`src/slip_crc32_frame_receiver_assert.svh`:
```
// Assertion macros shared by the SLIP CRC-32 receiver RTL.
`ifndef SLIP_CRC32_FRAME_RECEIVER_ASSERT_SVH
`define SLIP_CRC32_FRAME_RECEIVER_ASSERT_SVH

`ifndef ASSERT_OFF
`define SRX_ASSERT(lbl, prop, msg) \
  lbl: assert property (@(posedge clk_i) disable iff (!rst_ni) (prop)) else $error(msg);
`define SRX_ASSERT_IMP(lbl, ante, cons, msg) \
  lbl: assert property (@(posedge clk_i) disable iff (!rst_ni) (ante) |-> (cons)) \
    else $error(msg);
`else
`define SRX_ASSERT(lbl, prop, msg)
`define SRX_ASSERT_IMP(lbl, ante, cons, msg)
`endif

`endif

```
`src/srx_pkg.sv`:
```
// Package with types, constants and the CRC-32 byte step for the SLIP receiver.
`timescale 1ns / 1ps
package srx_pkg;

  localparam int unsigned BUFFER_BYTES  = 1024;
  localparam int unsigned PORTS         = 2;
  localparam int unsigned PORT_W        = 1;
  localparam int unsigned LIM_W         = 11;
  localparam int unsigned TRAILER_BYTES = 4;
  localparam int unsigned OUT_DEPTH     = 3;

  localparam logic [7:0] SLIP_END     = 8'o300;
  localparam logic [7:0] SLIP_ESC     = 8'o333;
  localparam logic [7:0] SLIP_ESC_END = 8'o334;
  localparam logic [7:0] SLIP_ESC_ESC = 8'o335;

  localparam logic [31:0] CRC_SEED = 32'hFFFF_FFFF;
  localparam logic [31:0] CRC_POLY = 32'hEDB8_8320;

  // Frame length limit bounds in use.
  localparam int unsigned LIM_HI_I = (BUFFER_BYTES < 1024) ? BUFFER_BYTES : 1024;
  localparam logic [LIM_W-1:0] LIM_HI    = LIM_W'(LIM_HI_I);
  localparam logic [LIM_W-1:0] LIM_LO    = LIM_W'(5);
  localparam logic [LIM_W-1:0] LIM_RESET = LIM_W'(1024);
  localparam logic [LIM_W-1:0] TRAILER_N = LIM_W'(TRAILER_BYTES);

  typedef enum logic [1:0] {
    ST_PAYLOAD,
    ST_GOOD,
    ST_BAD_CRC,
    ST_TOO_LONG
  } status_e;

  typedef struct packed {
    logic             esc;
    logic [31:0]      win;
    logic [LIM_W-1:0] cnt;
    logic [31:0]      crc;
    logic             ovf;
  } port_state_t;

  localparam int unsigned STATE_W = $bits(port_state_t);

  localparam port_state_t STATE_RST = '{
    esc: 1'b0, win: 32'h0, cnt: '0, crc: CRC_SEED, ovf: 1'b0
  };

  typedef struct packed {
    logic [PORT_W-1:0] port;
    logic [7:0]        data;
    logic [9:0]        idx;
    logic              fend;
    status_e           status;
  } result_t;

  function automatic logic [31:0] crc32_byte(logic [31:0] crc, logic [7:0] b);
    logic [31:0] c;
    c = crc ^ {24'h0, b};
    for (int k = 0; k < 8; k++) begin
      c = c[0] ? ((c >> 1) ^ CRC_POLY) : (c >> 1);
    end
    return c;
  endfunction

endpackage

```
`src/srx_ram.sv`:
```
// Generic single-write, single-read RAM with registered read data.
`timescale 1ns / 1ps
module srx_ram #(
  parameter int unsigned WIDTH = 8,
  parameter int unsigned DEPTH = 2
) (
  input  logic                              clk_i,
  input  logic                              we_i,
  input  logic [((DEPTH > 1) ? $clog2(DEPTH) : 1)-1:0] waddr_i,
  input  logic [WIDTH-1:0]                  wdata_i,
  input  logic                              re_i,
  input  logic [((DEPTH > 1) ? $clog2(DEPTH) : 1)-1:0] raddr_i,
  output logic [WIDTH-1:0]                  rdata_o
);

  logic [WIDTH-1:0] mem_q [DEPTH];
  logic [WIDTH-1:0] rdata_q;

  always_ff @(posedge clk_i) begin
    if (we_i) begin
      mem_q[waddr_i] <= wdata_i;
    end
    if (re_i) begin
      rdata_q <= mem_q[raddr_i];
    end
  end

  assign rdata_o = rdata_q;

endmodule

```
`src/srx_update.sv`:
```
// Per-byte SLIP decode, delay line, CRC step and frame status for one port state.
`timescale 1ns / 1ps
module srx_update (
  input  logic [srx_pkg::LIM_W-1:0]  lim_i,
  input  logic [srx_pkg::PORT_W-1:0] port_i,
  input  logic [7:0]                 byte_i,
  input  srx_pkg::port_state_t       st_i,
  output srx_pkg::port_state_t       st_o,
  output logic                       res_vld_o,
  output srx_pkg::result_t           res_o
);

  logic                      take;
  logic [7:0]                dec;
  logic [srx_pkg::LIM_W-1:0] cnt_m4;
  logic [31:0]               rx_crc;

  assign cnt_m4 = st_i.cnt - srx_pkg::TRAILER_N;
  // The trailer arrives least significant byte first.
  assign rx_crc = {st_i.win[7:0], st_i.win[15:8], st_i.win[23:16], st_i.win[31:24]};

  always_comb begin
    st_o        = st_i;
    res_vld_o   = 1'b0;
    res_o.port  = port_i;
    res_o.data  = 8'h00;
    res_o.idx   = cnt_m4[9:0];
    res_o.fend  = 1'b0;
    res_o.status = srx_pkg::ST_PAYLOAD;
    take        = 1'b0;
    dec         = byte_i;

    if (st_i.esc) begin
      st_o.esc = 1'b0;
      take     = 1'b1;
      if (byte_i == srx_pkg::SLIP_ESC_END) begin
        dec = srx_pkg::SLIP_END;
      end else if (byte_i == srx_pkg::SLIP_ESC_ESC) begin
        dec = srx_pkg::SLIP_ESC;
      end
    end else if (byte_i == srx_pkg::SLIP_ESC) begin
      st_o.esc = 1'b1;
    end else if (byte_i == srx_pkg::SLIP_END) begin
      if (st_i.cnt > srx_pkg::TRAILER_N) begin
        res_vld_o  = 1'b1;
        res_o.fend = 1'b1;
        if (st_i.ovf) begin
          res_o.status = srx_pkg::ST_TOO_LONG;
        end else if ((st_i.crc ^ srx_pkg::CRC_SEED) == rx_crc) begin
          res_o.status = srx_pkg::ST_GOOD;
        end else begin
          res_o.status = srx_pkg::ST_BAD_CRC;
        end
      end
      st_o = srx_pkg::STATE_RST;
    end else begin
      take = 1'b1;
    end

    if (take) begin
      if (st_i.cnt >= lim_i) begin
        st_o.ovf = 1'b1;
      end else begin
        // Once the delay line is full, the byte falling out is payload.
        if (st_i.cnt >= srx_pkg::TRAILER_N) begin
          st_o.crc   = srx_pkg::crc32_byte(st_i.crc, st_i.win[31:24]);
          res_vld_o  = 1'b1;
          res_o.data = st_i.win[31:24];
        end
        st_o.win = {st_i.win[23:0], dec};
        st_o.cnt = st_i.cnt + srx_pkg::LIM_W'(1);
      end
    end
  end

endmodule

```
`src/srx_out_fifo.sv`:
```
// Three-word result queue that decouples the update stage from the output.
`timescale 1ns / 1ps
module srx_out_fifo (
  input  logic             clk_i,
  input  logic             rst_ni,
  input  logic             push_i,
  input  srx_pkg::result_t din_i,
  input  logic             pop_i,
  output srx_pkg::result_t dout_o,
  output logic             valid_o,
  output logic [1:0]       count_o
);

  srx_pkg::result_t mem_q [srx_pkg::OUT_DEPTH];
  logic [1:0] wr_q, wr_d, rd_q, rd_d, cnt_q, cnt_d;
  logic       do_pop;

  assign do_pop = pop_i && (cnt_q != 2'd0);

  always_comb begin
    wr_d  = wr_q;
    rd_d  = rd_q;
    cnt_d = cnt_q;
    if (push_i) begin
      wr_d = (wr_q == 2'(srx_pkg::OUT_DEPTH - 1)) ? 2'd0 : wr_q + 2'd1;
    end
    if (do_pop) begin
      rd_d = (rd_q == 2'(srx_pkg::OUT_DEPTH - 1)) ? 2'd0 : rd_q + 2'd1;
    end
    if (push_i && !do_pop) begin
      cnt_d = cnt_q + 2'd1;
    end else if (!push_i && do_pop) begin
      cnt_d = cnt_q - 2'd1;
    end
  end

  always_ff @(posedge clk_i or negedge rst_ni) begin
    if (!rst_ni) begin
      wr_q  <= 2'd0;
      rd_q  <= 2'd0;
      cnt_q <= 2'd0;
    end else begin
      wr_q  <= wr_d;
      rd_q  <= rd_d;
      cnt_q <= cnt_d;
    end
  end

  always_ff @(posedge clk_i) begin
    if (push_i) begin
      mem_q[wr_q] <= din_i;
    end
  end

  assign dout_o  = mem_q[rd_q];
  assign valid_o = (cnt_q != 2'd0);
  assign count_o = cnt_q;

endmodule

```
`src/slip_crc32_frame_receiver.sv`:
```
// Top level of the two-port SLIP frame receiver with CRC-32 check.
//
//  Channel   Direction  Signals                         Contents
//  s_axis    in         tvalid/tready/tdata/tuser       line byte and its port
//  m_axis    out        tvalid/tready/tdata/tuser/tlast payload bytes and status
//  cfg       in         valid/ready/data                max_frame_bytes
//
// An item is accepted in every cycle that tready is high; the per-port state RAM is read
// at accept and written in the following cycle, and each result is then queued for output.
// Back-to-back bytes on the same port take the just-written state from a bypass
// register instead of the RAM.
// A three-word output queue lets input continue while results wait; input
// stalls only when the queue and the update stage together hold three words.
// Reset is asynchronous; port state reads as its reset value until first written.
`timescale 1ns / 1ps
`include "slip_crc32_frame_receiver_assert.svh"
module slip_crc32_frame_receiver (
  input  logic        clk_i,
  input  logic        rst_ni,
  input  logic        s_axis_tvalid_i,
  output logic        s_axis_tready_o,
  input  logic [7:0]  s_axis_tdata_i,   // [7:0] rx_byte
  input  logic [0:0]  s_axis_tuser_i,   // [0] port
  output logic        m_axis_tvalid_o,
  input  logic        m_axis_tready_i,
  output logic [23:0] m_axis_tdata_o,   // [7:0] payload_byte, [17:8] payload_index
  output logic [2:0]  m_axis_tuser_o,   // [0] out_port, [2:1] status
  output logic        m_axis_tlast_o,   // frame_end
  input  logic        cfg_valid_i,
  output logic        cfg_ready_o,
  input  logic [10:0] cfg_data_i
);

  logic                        accept, in_ok;
  logic                        s1_vld_q, s1_vld_d;
  logic [srx_pkg::PORT_W-1:0]  s1_port_q;
  logic [7:0]                  s1_byte_q;
  logic [srx_pkg::PORTS-1:0]   vld_q;
  logic                        byp_vld_q;
  logic [srx_pkg::PORT_W-1:0]  byp_port_q;
  srx_pkg::port_state_t        byp_q;
  logic [srx_pkg::LIM_W-1:0]   lim_q, lim_d;
  logic [srx_pkg::STATE_W-1:0] rd_data;
  srx_pkg::port_state_t        cur_st, new_st;
  logic                        res_vld;
  srx_pkg::result_t            res, out_res;
  logic [1:0]                  q_cnt;
  logic                        out_vld, pop;

  assign in_ok  = (32'(s_axis_tuser_i) < srx_pkg::PORTS);
  assign accept = s_axis_tvalid_i && s_axis_tready_o;
  assign s1_vld_d = accept && in_ok;
  assign s_axis_tready_o = ({1'b0, q_cnt} + {2'b00, s1_vld_q}) <= 3'd2;

  // Configuration: the limit is stored already clamped.
  assign cfg_ready_o = 1'b1;
  always_comb begin
    lim_d = lim_q;
    if (cfg_valid_i) begin
      if (cfg_data_i > srx_pkg::LIM_HI) begin
        lim_d = srx_pkg::LIM_HI;
      end else if (cfg_data_i < srx_pkg::LIM_LO) begin
        lim_d = srx_pkg::LIM_LO;
      end else begin
        lim_d = cfg_data_i;
      end
    end
  end

  srx_ram #(
    .WIDTH(srx_pkg::STATE_W),
    .DEPTH(srx_pkg::PORTS)
  ) u_state_ram (
    .clk_i  (clk_i),
    .we_i   (s1_vld_q),
    .waddr_i(s1_port_q),
    .wdata_i(new_st),
    .re_i   (accept),
    .raddr_i(s_axis_tuser_i),
    .rdata_o(rd_data)
  );

  // The write of the previous cycle is not yet visible in the read data.
  always_comb begin
    if (byp_vld_q && (byp_port_q == s1_port_q)) begin
      cur_st = byp_q;
    end else if (vld_q[s1_port_q]) begin
      cur_st = srx_pkg::port_state_t'(rd_data);
    end else begin
      cur_st = srx_pkg::STATE_RST;
    end
  end

  srx_update u_update (
    .lim_i    (lim_q),
    .port_i   (s1_port_q),
    .byte_i   (s1_byte_q),
    .st_i     (cur_st),
    .st_o     (new_st),
    .res_vld_o(res_vld),
    .res_o    (res)
  );

  assign pop = m_axis_tready_i;

  srx_out_fifo u_out_fifo (
    .clk_i  (clk_i),
    .rst_ni (rst_ni),
    .push_i (s1_vld_q && res_vld),
    .din_i  (res),
    .pop_i  (pop),
    .dout_o (out_res),
    .valid_o(out_vld),
    .count_o(q_cnt)
  );

  always_ff @(posedge clk_i or negedge rst_ni) begin
    if (!rst_ni) begin
      s1_vld_q  <= 1'b0;
      byp_vld_q <= 1'b0;
      vld_q     <= '0;
      lim_q     <= srx_pkg::LIM_RESET;
    end else begin
      s1_vld_q  <= s1_vld_d;
      byp_vld_q <= s1_vld_q;
      lim_q     <= lim_d;
      if (s1_vld_q) begin
        vld_q[s1_port_q] <= 1'b1;
      end
    end
  end

  always_ff @(posedge clk_i) begin
    if (accept) begin
      s1_port_q <= s_axis_tuser_i;
      s1_byte_q <= s_axis_tdata_i;
    end
    if (s1_vld_q) begin
      byp_q      <= new_st;
      byp_port_q <= s1_port_q;
    end
  end

  assign m_axis_tvalid_o = out_vld;
  assign m_axis_tdata_o  = {6'b000000, out_res.idx, out_res.data};
  assign m_axis_tuser_o  = {out_res.status, out_res.port};
  assign m_axis_tlast_o  = out_res.fend;

  `SRX_ASSERT(a_queue_no_overrun, !(s1_vld_q && res_vld && (q_cnt == 2'd3) && !pop), "output queue overrun")
  `SRX_ASSERT_IMP(a_s1_from_accept, s1_vld_q, $past(accept), "update stage valid without an accepted word")
  `SRX_ASSERT_IMP(a_end_has_status, m_axis_tvalid_o && m_axis_tlast_o, m_axis_tuser_o[2:1] != srx_pkg::ST_PAYLOAD, "frame end word without status")
  `SRX_ASSERT_IMP(a_count_in_limit, s1_vld_q && (cur_st.cnt <= lim_q), new_st.cnt <= lim_q, "count beyond limit")

endmodule
```
`config.mk`:
```
export PLATFORM = sky130hd
export DESIGN_NAME = slip_crc32_frame_receiver
export DESIGN_NICKNAME = d
export VERILOG_FILES = /design/src/srx_pkg.sv /design/src/srx_ram.sv /design/src/srx_update.sv /design/src/srx_out_fifo.sv /design/src/slip_crc32_frame_receiver.sv
export VERILOG_INCLUDE_DIRS = /design/src /design/src/src
export SDC_FILE = /design/constraint.sdc
export NUM_CORES = 1
export LEC_CHECK = 0
export ABC_AREA = 0
export BUFFER_PORTS_ARGS = -buffer_cell sky130_fd_sc_hd__buf_2
export CORE_MARGIN = 2
export CORE_UTILIZATION = 55
export DETAILED_ROUTE_END_ITERATION = 8
export PLACE_DENSITY = 0.83
export SLEW_MARGIN = 15
export SYNTH_ARGS = -nofsm -noshare
export SYNTH_HDL_FRONTEND = slang
export SYNTH_SLANG_ARGS = --single-unit
```
`constraint.sdc`:
```
create_clock -name clk_i -period 6.3 [get_ports clk_i]
set_input_delay 0.945 -clock clk_i [delete_from_list [all_inputs] [get_ports clk_i]]
set_output_delay 0.945 -clock clk_i [all_outputs]
set_load 0.005 [all_outputs]
```
* Word level (Yosys, flattened, before mapping)
Memories as Yosys holds them, arrays and structs flattened. A register that Yosys moved wholly into a read port is not among the register bits.
Index checks and enable logic that the tools add are counted.
** Word-level totals
- Bits of input ports :: 25
- Register bits :: 108
- Word-level logic and storage cells :: 117
- Output and inout port bits :: 31
- Memories :: 2
- RAM bits :: 220
** Operators by class
- Reductions and logical operators :: 11
- Bitwise operators :: 11
- Mux-type cells :: 55
- Add/sub/neg operators :: 7
- Eq/ne operators :: 8
- Order comparisons :: 8
** Memory list
- u_state_ram.mem_q :: depth 2, width 77, read ports 1, clocked after memory_dff 1, write ports 1, RTL line srx_ram.sv:16 : logic [WIDTH-1:0] mem_q [DEPTH];
- u_out_fifo.mem_q :: depth 3, width 22, read ports 1, clocked after memory_dff 0, write ports 1, RTL line srx_out_fifo.sv:14 : srx_pkg::result_t mem_q [srx_pkg::OUT_DEPTH];
** Operators with widths (count)
- two-way mux 76 bit :: 4
- two-way mux 32 bit :: 9
- two-way mux 77 bit :: 2
- inverter 13 -> 14 bit :: 8
- two-way mux 75 bit :: 1
- two-way mux 8 bit :: 6
- equality test 32 bit :: 1
- equality test 8 bit (second input constant) :: 4
- inverter 32 bit :: 1
- XOR 32 x 8 -> 32 bit :: 1
- two-way mux 11 bit :: 2
- two-way mux 1 bit :: 20
- two-way mux 2 bit :: 6
- two-way mux 3 bit :: 4
- adder 11 x 1 -> 11 bit (second input constant) :: 1
- greater-or-equal comparator 11 bit :: 1
- greater-or-equal comparator 11 x 3 -> 1 bit (second input constant) :: 1
- > comparator 11 bit (second input constant) :: 1
- > comparator 11 x 3 -> 1 bit (second input constant) :: 1
- < comparator 11 x 3 -> 1 bit (second input constant) :: 1
- subtractor 10 x 3 -> 10 bit (second input constant) :: 1
- logical AND 1 bit :: 7
- adder 2 x 1 -> 2 bit (second input constant) :: 3
- equality test 2 bit (second input constant) :: 2
- other kinds (10) :: 12

* Logic depth before layout (Yosys ltp)
Gate-level depths: netlist (run 1).
- Depth in word-level cells :: 24
- Mapped depth :: 23

* Modules after synthesis
From an unflattened synthesis (run 1), not the netlist that was laid out.
** Second synthesis, totals
- Cell total of the unflattened synthesis :: 1295
- Area, all modules :: 18491.5 sq um
** Modules (own cells, without submodules)
- srx_ram :: instances 1, cells each 319, area an instance 8016.4 sq um
- slip_crc32_frame_receiver :: instances 1, cells each 379, area an instance 4882.2 sq um
- srx_update :: instances 1, cells each 432, area an instance 2841.5 sq um
- srx_out_fifo :: instances 1, cells each 165, area an instance 2751.4 sq um

* Worst setup path before layout (run 1)
No wires, ideal clock.
- Kind :: reg-to-reg
- Start point :: register s1_vld_q
- End point :: memory u_state_ram.mem_q[0][0] (netlist name), enable pin
- Slack :: 0.266 ns
- Library setup time :: 0.523 ns
- Arrival :: 5.512 ns
- Cell stages (with the launch flop) :: 2
- Cell sequence :: dfrtp_1 nor2b_1
** Between the ends
- Longest elaborated chain between the ends :: 2
** RTL lines
- from (decl) :: RTL line slip_crc32_frame_receiver.sv:35 : logic s1_vld_q, s1_vld_d;
- from (signal assigned) :: RTL line slip_crc32_frame_receiver.sv:124 : s1_vld_q <= s1_vld_d;
- two-way mux 1 bit :: RTL line srx_ram.sv:20 : if (we_i) begin
- two-way mux 1 bit (not written as such) :: RTL line srx_ram.sv:21 : mem_q[waddr_i] <= wdata_i;
- to (decl) :: RTL line srx_ram.sv:16
Every way passes these cells.

==> results list, run 1 <==
- Outcome: completed
- Of the synthesized area, sequential elements account for 0.655.
* Boundary Pins: 56
* Die span in x: 187 µm
- After detailed routing, the total wire length is roughly 43000 µm.
- Highest achievable clock rate: roughly 0.19 GHz
- Total of endpoints with negative setup slack in the final report: 0
- CTS H-tree lvls: 2
- Yosys attributes the largest share of cell area to sky130_fd_sc_hd__edfxtp_1, sky130_fd_sc_hd__mux2_2, sky130_fd_sc_hd__xnor2_1, sky130_fd_sc_hd__dfrtp_1, sky130_fd_sc_hd__o21ai_0.
- First-pass GRT wire length: 65900 µm
- Data arrives at the worst endpoint at 5.60 ns.
* Final antenna-violating net count: 0
- The repair_antennas step left the layout with diodes totalling 0.
- In the synthesized netlist the async set-or-reset flop fraction comes to 0.0519.
- In this run the tightest slew margin relative to its limit is 0.215.
- The worst setup path is launched from a flop.
- The later pin in the worst-skew pair is clocked with a latency of 0.54 ns.
- Synthesized-area fraction occupied by xor and xnor cells: 0.0658
* Sort of element at the end of the critical path: flop
- Of the total synthesized cell area, the portion taken by AND, OR, NAND and NOR gates is 0.0846.
- Time the final worst path needs with I/O delays and setup: 5.34 ns
- Synthesized instance count: 1351
- Worst endpoint required time: ~6.6 ns
- Detailed-router iteration count before antenna repair: 6
- The compound-gate portion of the synthesized area came to 0.0897.
- Final Cycle Share: 0.847
* Setup Skew: 0.0249 ns
- Pre-CTS WS: between 1 and 1.5 ns
* Proportion of netlist area held by the largest area contributor: 0.627
- Mean instance size in the synthesized netlist: 13.6 µm²
- Setup repair after global routing left no endpoint under its margin.
- The floorplan step defined a die boundary enclosing ~35000 µm².
* Tot GR Track Use: 0.244
- The min-delay analysis places its worst path in the category primary input to async pin.
* Layout cell share with drive strength beyond 1: 0.184
- Count of cell types in the netlist: 73
* Number of vias per cell: 6.22
- Met1 Wirelength: 17000 µm
- The root buffer cell chosen for the clock tree is sky130_fd_sc_hd__clkbuf_16.
* Max-cap violation count: 0
* DIE HEIGHT: 187 µm
* Setup_tns: 0 ns
* Hold_buf cts: 0
- The number of global-route vias before repair came to 11.7k.
* Leading cell types by count after synthesis: sky130_fd_sc_hd__edfxtp_1, sky130_fd_sc_hd__o21ai_0, sky130_fd_sc_hd__nand2_1, sky130_fd_sc_hd__a21oi_1, sky130_fd_sc_hd__mux2_2
- I/O Buffers: 48
- The region available for standard cell placement spans 32700 µm².
- Clock tree from TritonCTS: done
* Starting density of the core: 0.563
* Cell Area, Synth: 18400 µm²
* Number of clock buffers inserted by TritonCTS: 41
- Dominant cell type by area after synthesis: sky130_fd_sc_hd__edfxtp_1
* Max-slew violation count: 0
- In the routed design, unresolved DRC markers number 0.
- Total count of hold-check failures in the final report: 0
- Leading cell type by number of instances after synthesis: sky130_fd_sc_hd__edfxtp_1
- The number of setup buffers added after CTS is 0.
- Combinational family with the most area after synthesis: compound AO/OA/AOI/OAI gates
- Of the total synthesized cell area, the portion taken by full adders, half adders and majority gates is 0.0136.
* Critical path start-end classification: flop to flop
- Most instantiated flip-flop cell in the synthesis netlist: sky130_fd_sc_hd__edfxtp_1
- After synthesis, the share of cell area in mux cells is 0.0650.
- In this run, synthesis produced a sequential element count of 405.
- Entering global routing, the biggest net connects 65 pins.
- In this run the worst path has a maximum fanout of 34.
- After legalization and detailed placement, the total HPWL measured 26600 µm.
- Resized cells post-CTS: 0
- Routed length on met2: 20300 µm
- Slew at the pin closest to its max-slew limit: 1.17 ns
- Starting DRT DRC Count: 1380
- Counting along the longest clock path gives a buffer depth of 3.
* Final worst slack: 0.961 ns
- DR WL met3: 4240 µm
* Total number of nets in the final design: 1438
- After global routing the overflow that remains totals 0.
- Total number of yosys warnings: 0
- Routed wire length per instance: 22.9 µm
* Uppermost layer routed: met4
- Counting flops with a built-in enable in the synthesized netlist gives 384.
- The number of antenna violations at the first check in global routing is 0.
- Row generation in the floorplan step produced 66 rows.
- Global placement routability congestion: 0.904
- Routed via count: 11.6k
* CTS clock-pin slew for the worst setup and hold paths: 0.06 ns
- Compared with the post-synthesis result, the final layout area differs by 11.7%.
- Clock tree synthesis found a total of 405 sinks.
-- worst max-delay path, stage by stage, from the launching register on --
cell	delay, ns
sky130_fd_sc_hd__edfxtp_1	0.75
sky130_fd_sc_hd__xor2_4	0.53
sky130_fd_sc_hd__nand2b_4	0.55
sky130_fd_sc_hd__and3_1	0.27
sky130_fd_sc_hd__nor2_1	0.08
sky130_fd_sc_hd__ha_1	0.27
sky130_fd_sc_hd__nand2b_1	0.14
sky130_fd_sc_hd__a211o_1	0.29
sky130_fd_sc_hd__a21oi_1	0.13
sky130_fd_sc_hd__a211oi_1	0.11
sky130_fd_sc_hd__o2bb2ai_1	0.40
sky130_fd_sc_hd__nand2_1	0.82
sky130_fd_sc_hd__buf_4	0.46
sky130_fd_sc_hd__o21ai_0	0.09
sky130_fd_sc_hd__o21ai_0	0.16
-- logic make-up after synthesis --
family,count (synthesis)
AO/OA/AOI/OAI,267
XOR/XNOR,127
adder cells (fa/ha/maj),20
buffers and inverters,106
flip-flops,405
multiplexers,108
other,2
AND/OR/NAND/NOR,316
-- flip-flops by register name (all words and copies together) (netlist names) --
register and flops:
s1_port_q 1, byp_q 77, vld_q 2, u_out_fifo.mem_q 66
s1_vld_q 1, u_out_fifo.rd_q 2, u_state_ram.rdata_o 77, u_out_fifo.count_o 2
lim_q 11, u_state_ram.mem_q 154, byp_port_q 1, byp_vld_q 1
s1_byte_q 8, u_out_fifo.wr_q 2
-- metrics by stage --
| step | instance area, µm² | utilization | hold WS [ns] | std cells |
|---|---|---|---|---|
| after detailed placement | 19100 | 0.583 | 0.526 | 1792 |
| final | 20600 | 0.629 | 0.377 | 1867 |
| after global placement | 19100 | 0.583 | 0.513 | 1792 |
| after floorplan | 18400 | - | 0.477 | 1356 |
| after global routing | 20600 | 0.629 | 0.413 | 1867 |
| after CTS | 20600 | 0.629 | 0.381 | 1867 |
-- routing by layer --
metal  global-route usage  up-vias
li1                     -     5106
met4               0.0946        0
met1                0.327     5714
met2                0.391      694
met3               0.0522      105
met5                    0        -
-- worst paths after layout --
kind / startpoint / to / slack (ns) / cells past startpoint
max: s1_port_q$_DFFE_PP_ / byp_q[2]$_DFFE_PP_ / 0.96 / 14
max reg2reg: s1_port_q$_DFFE_PP_ / byp_q[2]$_DFFE_PP_ / 0.96 / 14
min in group clk_i: lim_q[10]$_DFFE_PN1P_ / lim_q[10]$_DFFE_PN1P_ / 0.53 / 2
min: rst_ni / u_out_fifo.rd_q[1]$_DFFE_PN0P_ / 0.38 / 1
max in group asynchronous: rst_ni / s1_vld_q$_DFF_PN0_ / 5.53 / 1
min reg2reg: lim_q[10]$_DFFE_PN1P_ / lim_q[10]$_DFFE_PN1P_ / 0.53 / 2
-- cell type report --
| cell class | count | area, µm² |
|---|---|---|
| multi-input combinational | 845 | 5930 |
| clock buffer | 48 | 1090 |
| fill | 2349 | 12100 |
| inverter | 27 | 101 |
| clock inverter | 27 | 385 |
| tap | 442 | 553 |
| sequential | 405 | 12100 |
| timing repair buffer | 73 | 430 |
-- cell usage in the layout (no fill, tap or decap), drive strengths merged, types with 3 or more instances in the layout --
cell	n
clkinv	16
conb	7
mux2i	25
xnor2	75
a221oi	3
or3	29
ha	20
nor4	6
o31ai	10
nor3	30
a211oi	7
nor2	72
nor2b	4
a31oi	18
edfxtp	384
nand3	16
a21oi	83
dfrtp	20
or2	6
nand4	5
buf	73
a21boi	7
nor3b	4
mux2	83
o21ai	102
and3	33
xor2	52
o22ai	6
nand3b	4
o211ai	6
nand2	90
o21a	5
bufinv	10
clkbuf	48
and2	7
inv	28
nand2b	6
Power of run 1 is left out: the tool's default activity adds up to more than one toggle a clock period on the data nets, which glitch-free logic cannot reach.
==> run 2: changes to the inputs <==
==> constraint.sdc (replaced) <==
create_clock -name clk_i -period 4.8 [get_ports clk_i]
set_input_delay 0.72 -clock clk_i [delete_from_list [all_inputs] [get_ports clk_i]]
set_output_delay 0.72 -clock clk_i [all_outputs]
set_load 0.005 [all_outputs]
==> results list, run 2 (same netlist as run 1, synthesis figures left out) <==
* Outcome: completed
* Hold_buf cts: 0 (unchanged)
- Worst setup SP type: flop
* Highest-count cells in the layout ignoring fill and taps: sky130_fd_sc_hd__edfxtp_1, sky130_fd_sc_hd__o21ai_0, sky130_fd_sc_hd__nand2_1, sky130_fd_sc_hd__mux2_2, sky130_fd_sc_hd__a21oi_1
* First-pass GRT wire length: 65700 µm (-0.24%)
- The buffer count from post-CTS setup fixing came to 0 (unchanged).
* Clock network latency to the later pin of the worst-skew pair: 0.55 ns (about the same)
* GRT Residual Overflow: 0 (unchanged)
- Max FFs per register: 154 (unchanged)
- The detailed-routed wire length on met3 is 3990 µm (-5.7%).
- Die area: 34900 µm² (unchanged)
* DRC: 0 (unchanged)
* Starting density of the core: 0.563 (unchanged)
- Routed via count: 11.6k (-0.43%)
* Worst endpoint required time: 5.10 ns (-1.46 ns)
* Number of vias per cell: 6.14 (-1.3%)
- The routability-driven placement congestion ratio is 0.902 (-0.24%).
- The total detailed-routing wirelength is 42900 µm (+0.26%).
- Total of endpoints with negative setup slack in the final report: 0 (unchanged)
- The detail-routed net length per standard cell came to 22.8 µm (-0.65%).
- The register area came to 12100 µm² (about the same).
- Maximum number of pins on one net before global-route repair: 72 (+11%)
* Time the final worst path needs with I/O delays and setup: 4.49 ns (-0.849 ns)
- Tot GR Track Use: 0.243 (about the same)
- Number of clock buffers inserted by TritonCTS: 42 (+2.4%)
- Number of antenna violations at the first check in global routing: 0 (unchanged)
* Detailed-router iteration count before antenna repair: 5 (-1)
- Total number of nets in the final design: 1453 (+1.0%)
* Setup Skew: 0.0251 ns (+0.000157 ns)
* Most common cell after layout, fill and taps aside: sky130_fd_sc_hd__edfxtp_1
- The area inside the core boundary is 32700 µm² (unchanged).
* I/O Buffers: 48 (unchanged)
* Die span in x: 187 µm (unchanged)
* Root cell of the clock tree: sky130_fd_sc_hd__clkbuf_16
* Worst-case clock buffer depth: 3 (unchanged)
* Critical path start-end classification: flop to flop
- The iteration-0 DRC count of the detailed router is 1463 (+6.0%).
* Boundary Pins: 56 (unchanged)
- The endpoint identified for the worst register-to-register timing path is u_state_ram.mem_q[0][11]$_DFFE_PP_.
* Via count of the first global-routing pass: 11.5k (-1.1%)
- The count of clock tree sinks came to 405 (unchanged).
- Total count of hold-check failures in the final report: 0 (unchanged)
- Remaining max-slew budget at the tightest pin: 0.224 (+0.00903)
* Kind of path behind the tightest hold check: primary input to async pin
- Highest achievable clock rate: 0.223 GHz (+19%)
- Layout cell share with drive strength beyond 1: 0.196 (+0.0124)
- Max-slew violation count: 0 (unchanged)
- Clock tree from TritonCTS: done
- The routed length on met1 was 17300 µm (+1.6%).
- The total number of placement rows came to 66 (unchanged).
* DIE HEIGHT: 187 µm (unchanged)
- The final clock period utilization by the worst path was 0.936 (+0.0881).
- The number of filler cells placed in the layout came to 2333 (-0.68%).
- Compared with the post-synthesis result, the final layout area differs by 12.2%.
- Max-cap violation count: 0 (unchanged)
- The actual transition at the worst max-transition pin was 1.16 ns (-0.0107 ns).
- The largest fanout on the critical path came to 31 (-8.8%).
- The antenna violation net count after detailed routing came to 0 (unchanged).
- The setup slack on the worst flop-to-flop path is 0.31 ns (-0.65 ns).
- The register with the most flip-flops in the final layout is u_state_ram.mem_q.
* CTS H-tree lvls: 2 (unchanged)
- Total area of multi-input combinational cells: 5940 µm² (+0.15%)
- The aggregate negative setup slack was 0 ns (unchanged).
- The antenna diode instance count came to 0 (unchanged).
- Sort of element at the end of the critical path: flop
* Unrepaired setup endpoints after global routing: no
* Worst EP arrival: 4.79 ns (-0.81 ns)
- The detailed-placement wirelength estimate is 26700 µm (+0.34%).
- CTS clock-pin slew for the worst setup and hold paths: 0.06 ns (about the same)
- Uppermost layer routed: met5
* Path depth of the worst reg2reg path: 13 (-1)
- Crit Reg-Reg Startpoint: s1_port_q$_DFFE_PP_
- Routed length on met2: 20000 µm (-1.4%)
[run 2: routing by layer]
metal	track usage	vias up
met4	0.106	2
met5	0.0124	-
li1	-	5130
met2	0.384	663
met1	0.329	5656
met3	0.0492	118
[run 2: worst max path at each step]
| stage | start | endpoint | cells past startpoint |
|---|---|---|---|
| global placement | s1_port_q$_DFFE_PP_ | u_state_ram.mem_q[0][65]$_DFFE_PP_ | 14 |
| finish | s1_port_q$_DFFE_PP_ | u_state_ram.mem_q[0][11]$_DFFE_PP_ | 13 |
| CTS | s1_port_q$_DFFE_PP_ | byp_q[62]$_DFFE_PP_ | 12 |
| floorplan | s1_port_q$_DFFE_PP_ | u_out_fifo.mem_q[2][0]$_DFFE_PP_ | 20 |
| detailed placement | s1_port_q$_DFFE_PP_ | u_state_ram.mem_q[0][62]$_DFFE_PP_ | 12 |
| global route | s1_port_q$_DFFE_PP_ | byp_q[42]$_DFFE_PP_ | 13 |
[run 2: layout make-up]
class | count | share of cell area
inverters | 27 | 0.00491
clock inverters | 28 | 0.0133
well taps | 442 | 0.0268
repair buffers | 87 | 0.0271
clock buffers | 50 | 0.0559
flip-flops and latches | 405 | 0.584
multi-input cells | 845 | 0.288
[run 2: what timing repair did]
item,4_1_cts,5_1_grt
setup endpoints to repair,0,54
hold endpoints to repair,0,0
resized for setup,0,3
[run 2: critical path: stages, from the launching register on]
cell and delay (ns):
sky130_fd_sc_hd__edfxtp_1 0.65, sky130_fd_sc_hd__xor2_4 0.30, sky130_fd_sc_hd__nor2_4 0.36, sky130_fd_sc_hd__o21ai_1 0.33, sky130_fd_sc_hd__ha_1 0.28, sky130_fd_sc_hd__a21oi_1 0.12
sky130_fd_sc_hd__nor2_1 0.06, sky130_fd_sc_hd__a211oi_1 0.41, sky130_fd_sc_hd__o211ai_1 0.24, sky130_fd_sc_hd__o2bb2ai_2 0.33, sky130_fd_sc_hd__and2_1 0.28, sky130_fd_sc_hd__buf_4 0.40
sky130_fd_sc_hd__nor3_1 0.11, sky130_fd_sc_hd__a21oi_1 0.33
[run 2: metrics by stage]
step            util  hold slack [ns]  std cells  setup slack (ns)  instance area, µm²
6_report       0.631            0.133       1884             0.309               20600
4_1_cts        0.631            0.143       1884             0.218               20600
5_1_grt        0.631            0.175       1884            0.0591               20600
3_5_place_dp   0.587            0.533       1806             0.261               19200
2_1_floorplan      -            0.424       1356            0.0581               18400
3_3_place_gp   0.587            0.524       1806             0.505               19200
Power of run 2 is left out for the same reason.
==> run 3: changes to the inputs <==
--- a/config.mk
+++ b/config.mk
@@ -9,9 +9,9 @@
 export ABC_AREA = 0
 export BUFFER_PORTS_ARGS = -buffer_cell sky130_fd_sc_hd__buf_2
 export CORE_MARGIN = 2
-export CORE_UTILIZATION = 55
+export CORE_UTILIZATION = 56
 export DETAILED_ROUTE_END_ITERATION = 8
-export PLACE_DENSITY = 0.83
+export PLACE_DENSITY = 0.84
 export SLEW_MARGIN = 15
 export SYNTH_ARGS = -nofsm -noshare
 export SYNTH_HDL_FRONTEND = slang
==> results list, run 3 (same netlist as run 1, synthesis figures left out) <==
* Via count of the first global-routing pass: 11.6k (+0.72%)
- The buffer count from post-CTS setup fixing is 0 (unchanged).
- The count of pins over their slew limit is 0 (unchanged).
- Std-Cell Rows: 66 (unchanged)
- The routability-driven placement congestion ratio was 0.940 (+4.2%).
- The path class of the tightest hold or removal check is primary input to async pin.
* Setup Skew: 0.0185 ns (-0.00655 ns)
- GRT Residual Overflow: 0 (unchanged)
* Total count of hold-check failures in the final report: 0 (unchanged)
* Setup_tns: 0 ns (unchanged)
- Maximum number of pins on one net before global-route repair: 79 (+9.7%)
* Starting density of the core: 0.567 (+0.00430)
- DIE HEIGHT: 185 µm (-0.88%)
* Total half-perimeter wirelength after legalization and detailed placement: 26500 µm (-0.78%)
* Sort of element at the end of the critical path: flop
- The largest individual stage delay along the critical path comes from the cell sky130_fd_sc_hd__edfxtp_1.
- The hold buffer count at CTS is 0 (unchanged).
* DR WL met3: 4210 µm (+5.3%)
- The signal on the critical path passes through xor2_4 > nor2_4 > o21ai_1 > ha_1 > a21oi_1 > nor2_1 > a211oi_1 > o211ai_1 > o2bb2ai_1 > buf_4 > nand2_1 > buf_4 > o21ai_0 > o21ai_0.
- Signal routing reaches up to met4.
- Worst-case clock buffer depth: 3 (unchanged)
- Time the final worst path needs with I/O delays and setup: 4.25 ns (-0.238 ns)
- Highest-count cells in the layout ignoring fill and taps: sky130_fd_sc_hd__edfxtp_1, sky130_fd_sc_hd__o21ai_0, sky130_fd_sc_hd__nand2_1, sky130_fd_sc_hd__mux2_2, sky130_fd_sc_hd__a21oi_1
* Total wirelength of the detailed-routed design: 42800 µm (-0.34%)
- The number of gates resized after CTS was 0 (unchanged).
- The I/O pin total was 56 (unchanged).
- Register area: 12100 µm² (unchanged)
- The routed length on met1 was 17300 µm (about the same).
- Routed via count: 11.5k (-0.89%)
* Starting DRT DRC Count: 1551 (+6.0%)
- Clock network latency to the later pin of the worst-skew pair: 0.54 ns (about the same)
- Critical path buffer and inverter count: 2 (+1)
- The x dimension of the die came to 185 µm (-0.88%).
* Slew at the pin closest to its max-slew limit: 1.02 ns (-0.142 ns)
- The die footprint is 34300 µm² (-1.7%).
- The first-pass iteration count of the detailed router came to 5 (unchanged).
* Number of antenna violations at the first check in global routing: 0 (unchanged)
- Root cell of the clock tree: sky130_fd_sc_hd__clkbuf_16
* Unrepaired setup endpoints after global routing: no
* Number of sinks on the clock net: 405 (unchanged)
- Most flop-heavy register: u_state_ram.mem_q
- Routed wire length per instance: 22.8 µm (about the same)
* Core Area: 32500 µm² (-0.76%)
- Total area of multi-input combinational cells: 5930 µm² (-0.15%)
- Total of endpoints with negative setup slack in the final report: 0 (unchanged)
- The total CTS buffers came to 41 (-2.4%).
* Highest achievable clock rate: 0.235 GHz (+5.6%)
- The worst register-to-register path begins at s1_port_q$_DFFE_PP_.
- Total number of nets in the final design: 1452 (-0.069%)
- Remaining max-slew budget at the tightest pin: 0.319 (+0.0947)
- The count of input and output buffers came to 48 (unchanged).
- Max FFs per register: 154 (unchanged)
- The overall routing resource usage was 0.255 (+0.0121).
- The total DRC errors in the routed layout is 0 (unchanged).
- In this design, the largest share of critical-path delay is due to compound AO/OA/AOI/OAI gates.
- Layout cell share with drive strength beyond 1: 0.186 (-0.00976)
- The number of H-tree levels is 2 (unchanged).
* Largest stage delay on the critical path: 0.51 ns (-0.14 ns)
- Number of fill cells: 2308 (-1.1%)
* Routed length on met2: 20200 µm (+1.2%)
* Area growth from synthesis to layout: 11.6%
* CTS clock-pin slew for the worst setup and hold paths: 0.07 ns (about the same)
- Worst EP arrival: 4.49 ns (-0.30 ns)
- The average via count per standard cell was 6.10 (-0.63%).
- The library cell used most frequently in the layout, excluding fill and tap cells, is sky130_fd_sc_hd__edfxtp_1.
- The number of max-cap violations came to 0 (unchanged).
- The worst setup path is launched from a flop.
- Final antenna-violating net count: 0 (unchanged)
- The antenna diode instance count was 0 (unchanged).
- The final clock period utilization by the worst path was 0.886 (-0.0495).
- The critical path is of the flop to flop type.
* Outcome: completed
- First-pass GRT wire length: 66400 µm (+1.1%)
- TritonCTS built the clock tree.
* Biggest fanout along the worst timing path: 21 (-32%)
* Startpoint of the most critical setup path: s1_port_q$_DFFE_PP_
- Worst endpoint required time: 5.04 ns (-0.06 ns)
[run 3: cell count changes in the layout (fill, tap and decap cells not counted), sizes merged]
| cell | delta |
|---|---|
| clkinvlp | -3 |
| clkinv | -9 |
| inv | +2 |
| clkbuf | +5 |
[run 3: area by class of cell]
class	instances	area share
Multi-Input combinational cell	845	0.289
Clock buffer	55	0.0530
Timing Repair Buffer	87	0.0273
Sequential cell	405	0.587
Tap cell	442	0.0269
Clock inverter	18	0.0119
Inverter	27	0.00493
[run 3: worst register-to-register path: cells and delay by family, from the launching register on]
family                     cells  cell delay [ns]
and+or+nand+nor                3             0.87
adders and majority gates      1             0.26
buffers and inverters          2             0.56
DFF                            1             0.51
AOI/OAI and AO/OA              7             1.50
xor gates and xnor gates       1             0.25
[run 3: routing by layer]
metal  vias up  track usage
met5         -            0
met4         0       0.0813
met3        88       0.0507
met2       633        0.413
met1      5609        0.350
li1       5136            -
[run 3: path summary, 6_finish.rpt]
path / endpoint / slack [ns] / cells past startpoint
min in group clk_i: s1_byte_q[6]$_DFFE_PP_ / 0.35 / 1
max in group asynchronous: s1_vld_q$_DFF_PN0_ / 4.25 / 1
min reg2reg: lim_q[10]$_DFFE_PN1P_ / 0.54 / 2
max: byp_q[2]$_DFFE_PP_ / 0.55 / 14
max reg2reg: byp_q[2]$_DFFE_PP_ / 0.55 / 14
min: byp_vld_q$_DFF_PN0_ / 0.15 / 1
[run 3: per-stage QoR]
stage	utilization	cells	area [µm²]	hold WS [ns]	worst slack [ns]
finish	0.633	1879	20500	0.150	0.547
global route	0.633	1879	20500	0.180	0.186
CTS	0.633	1879	20500	0.151	0.648
detailed placement	0.592	1806	19200	0.531	0.673
global placement	0.592	1806	19200	0.517	0.796
floorplan	-	1356	18400	0.424	0.0581
Power of run 3 is left out for the same reason.
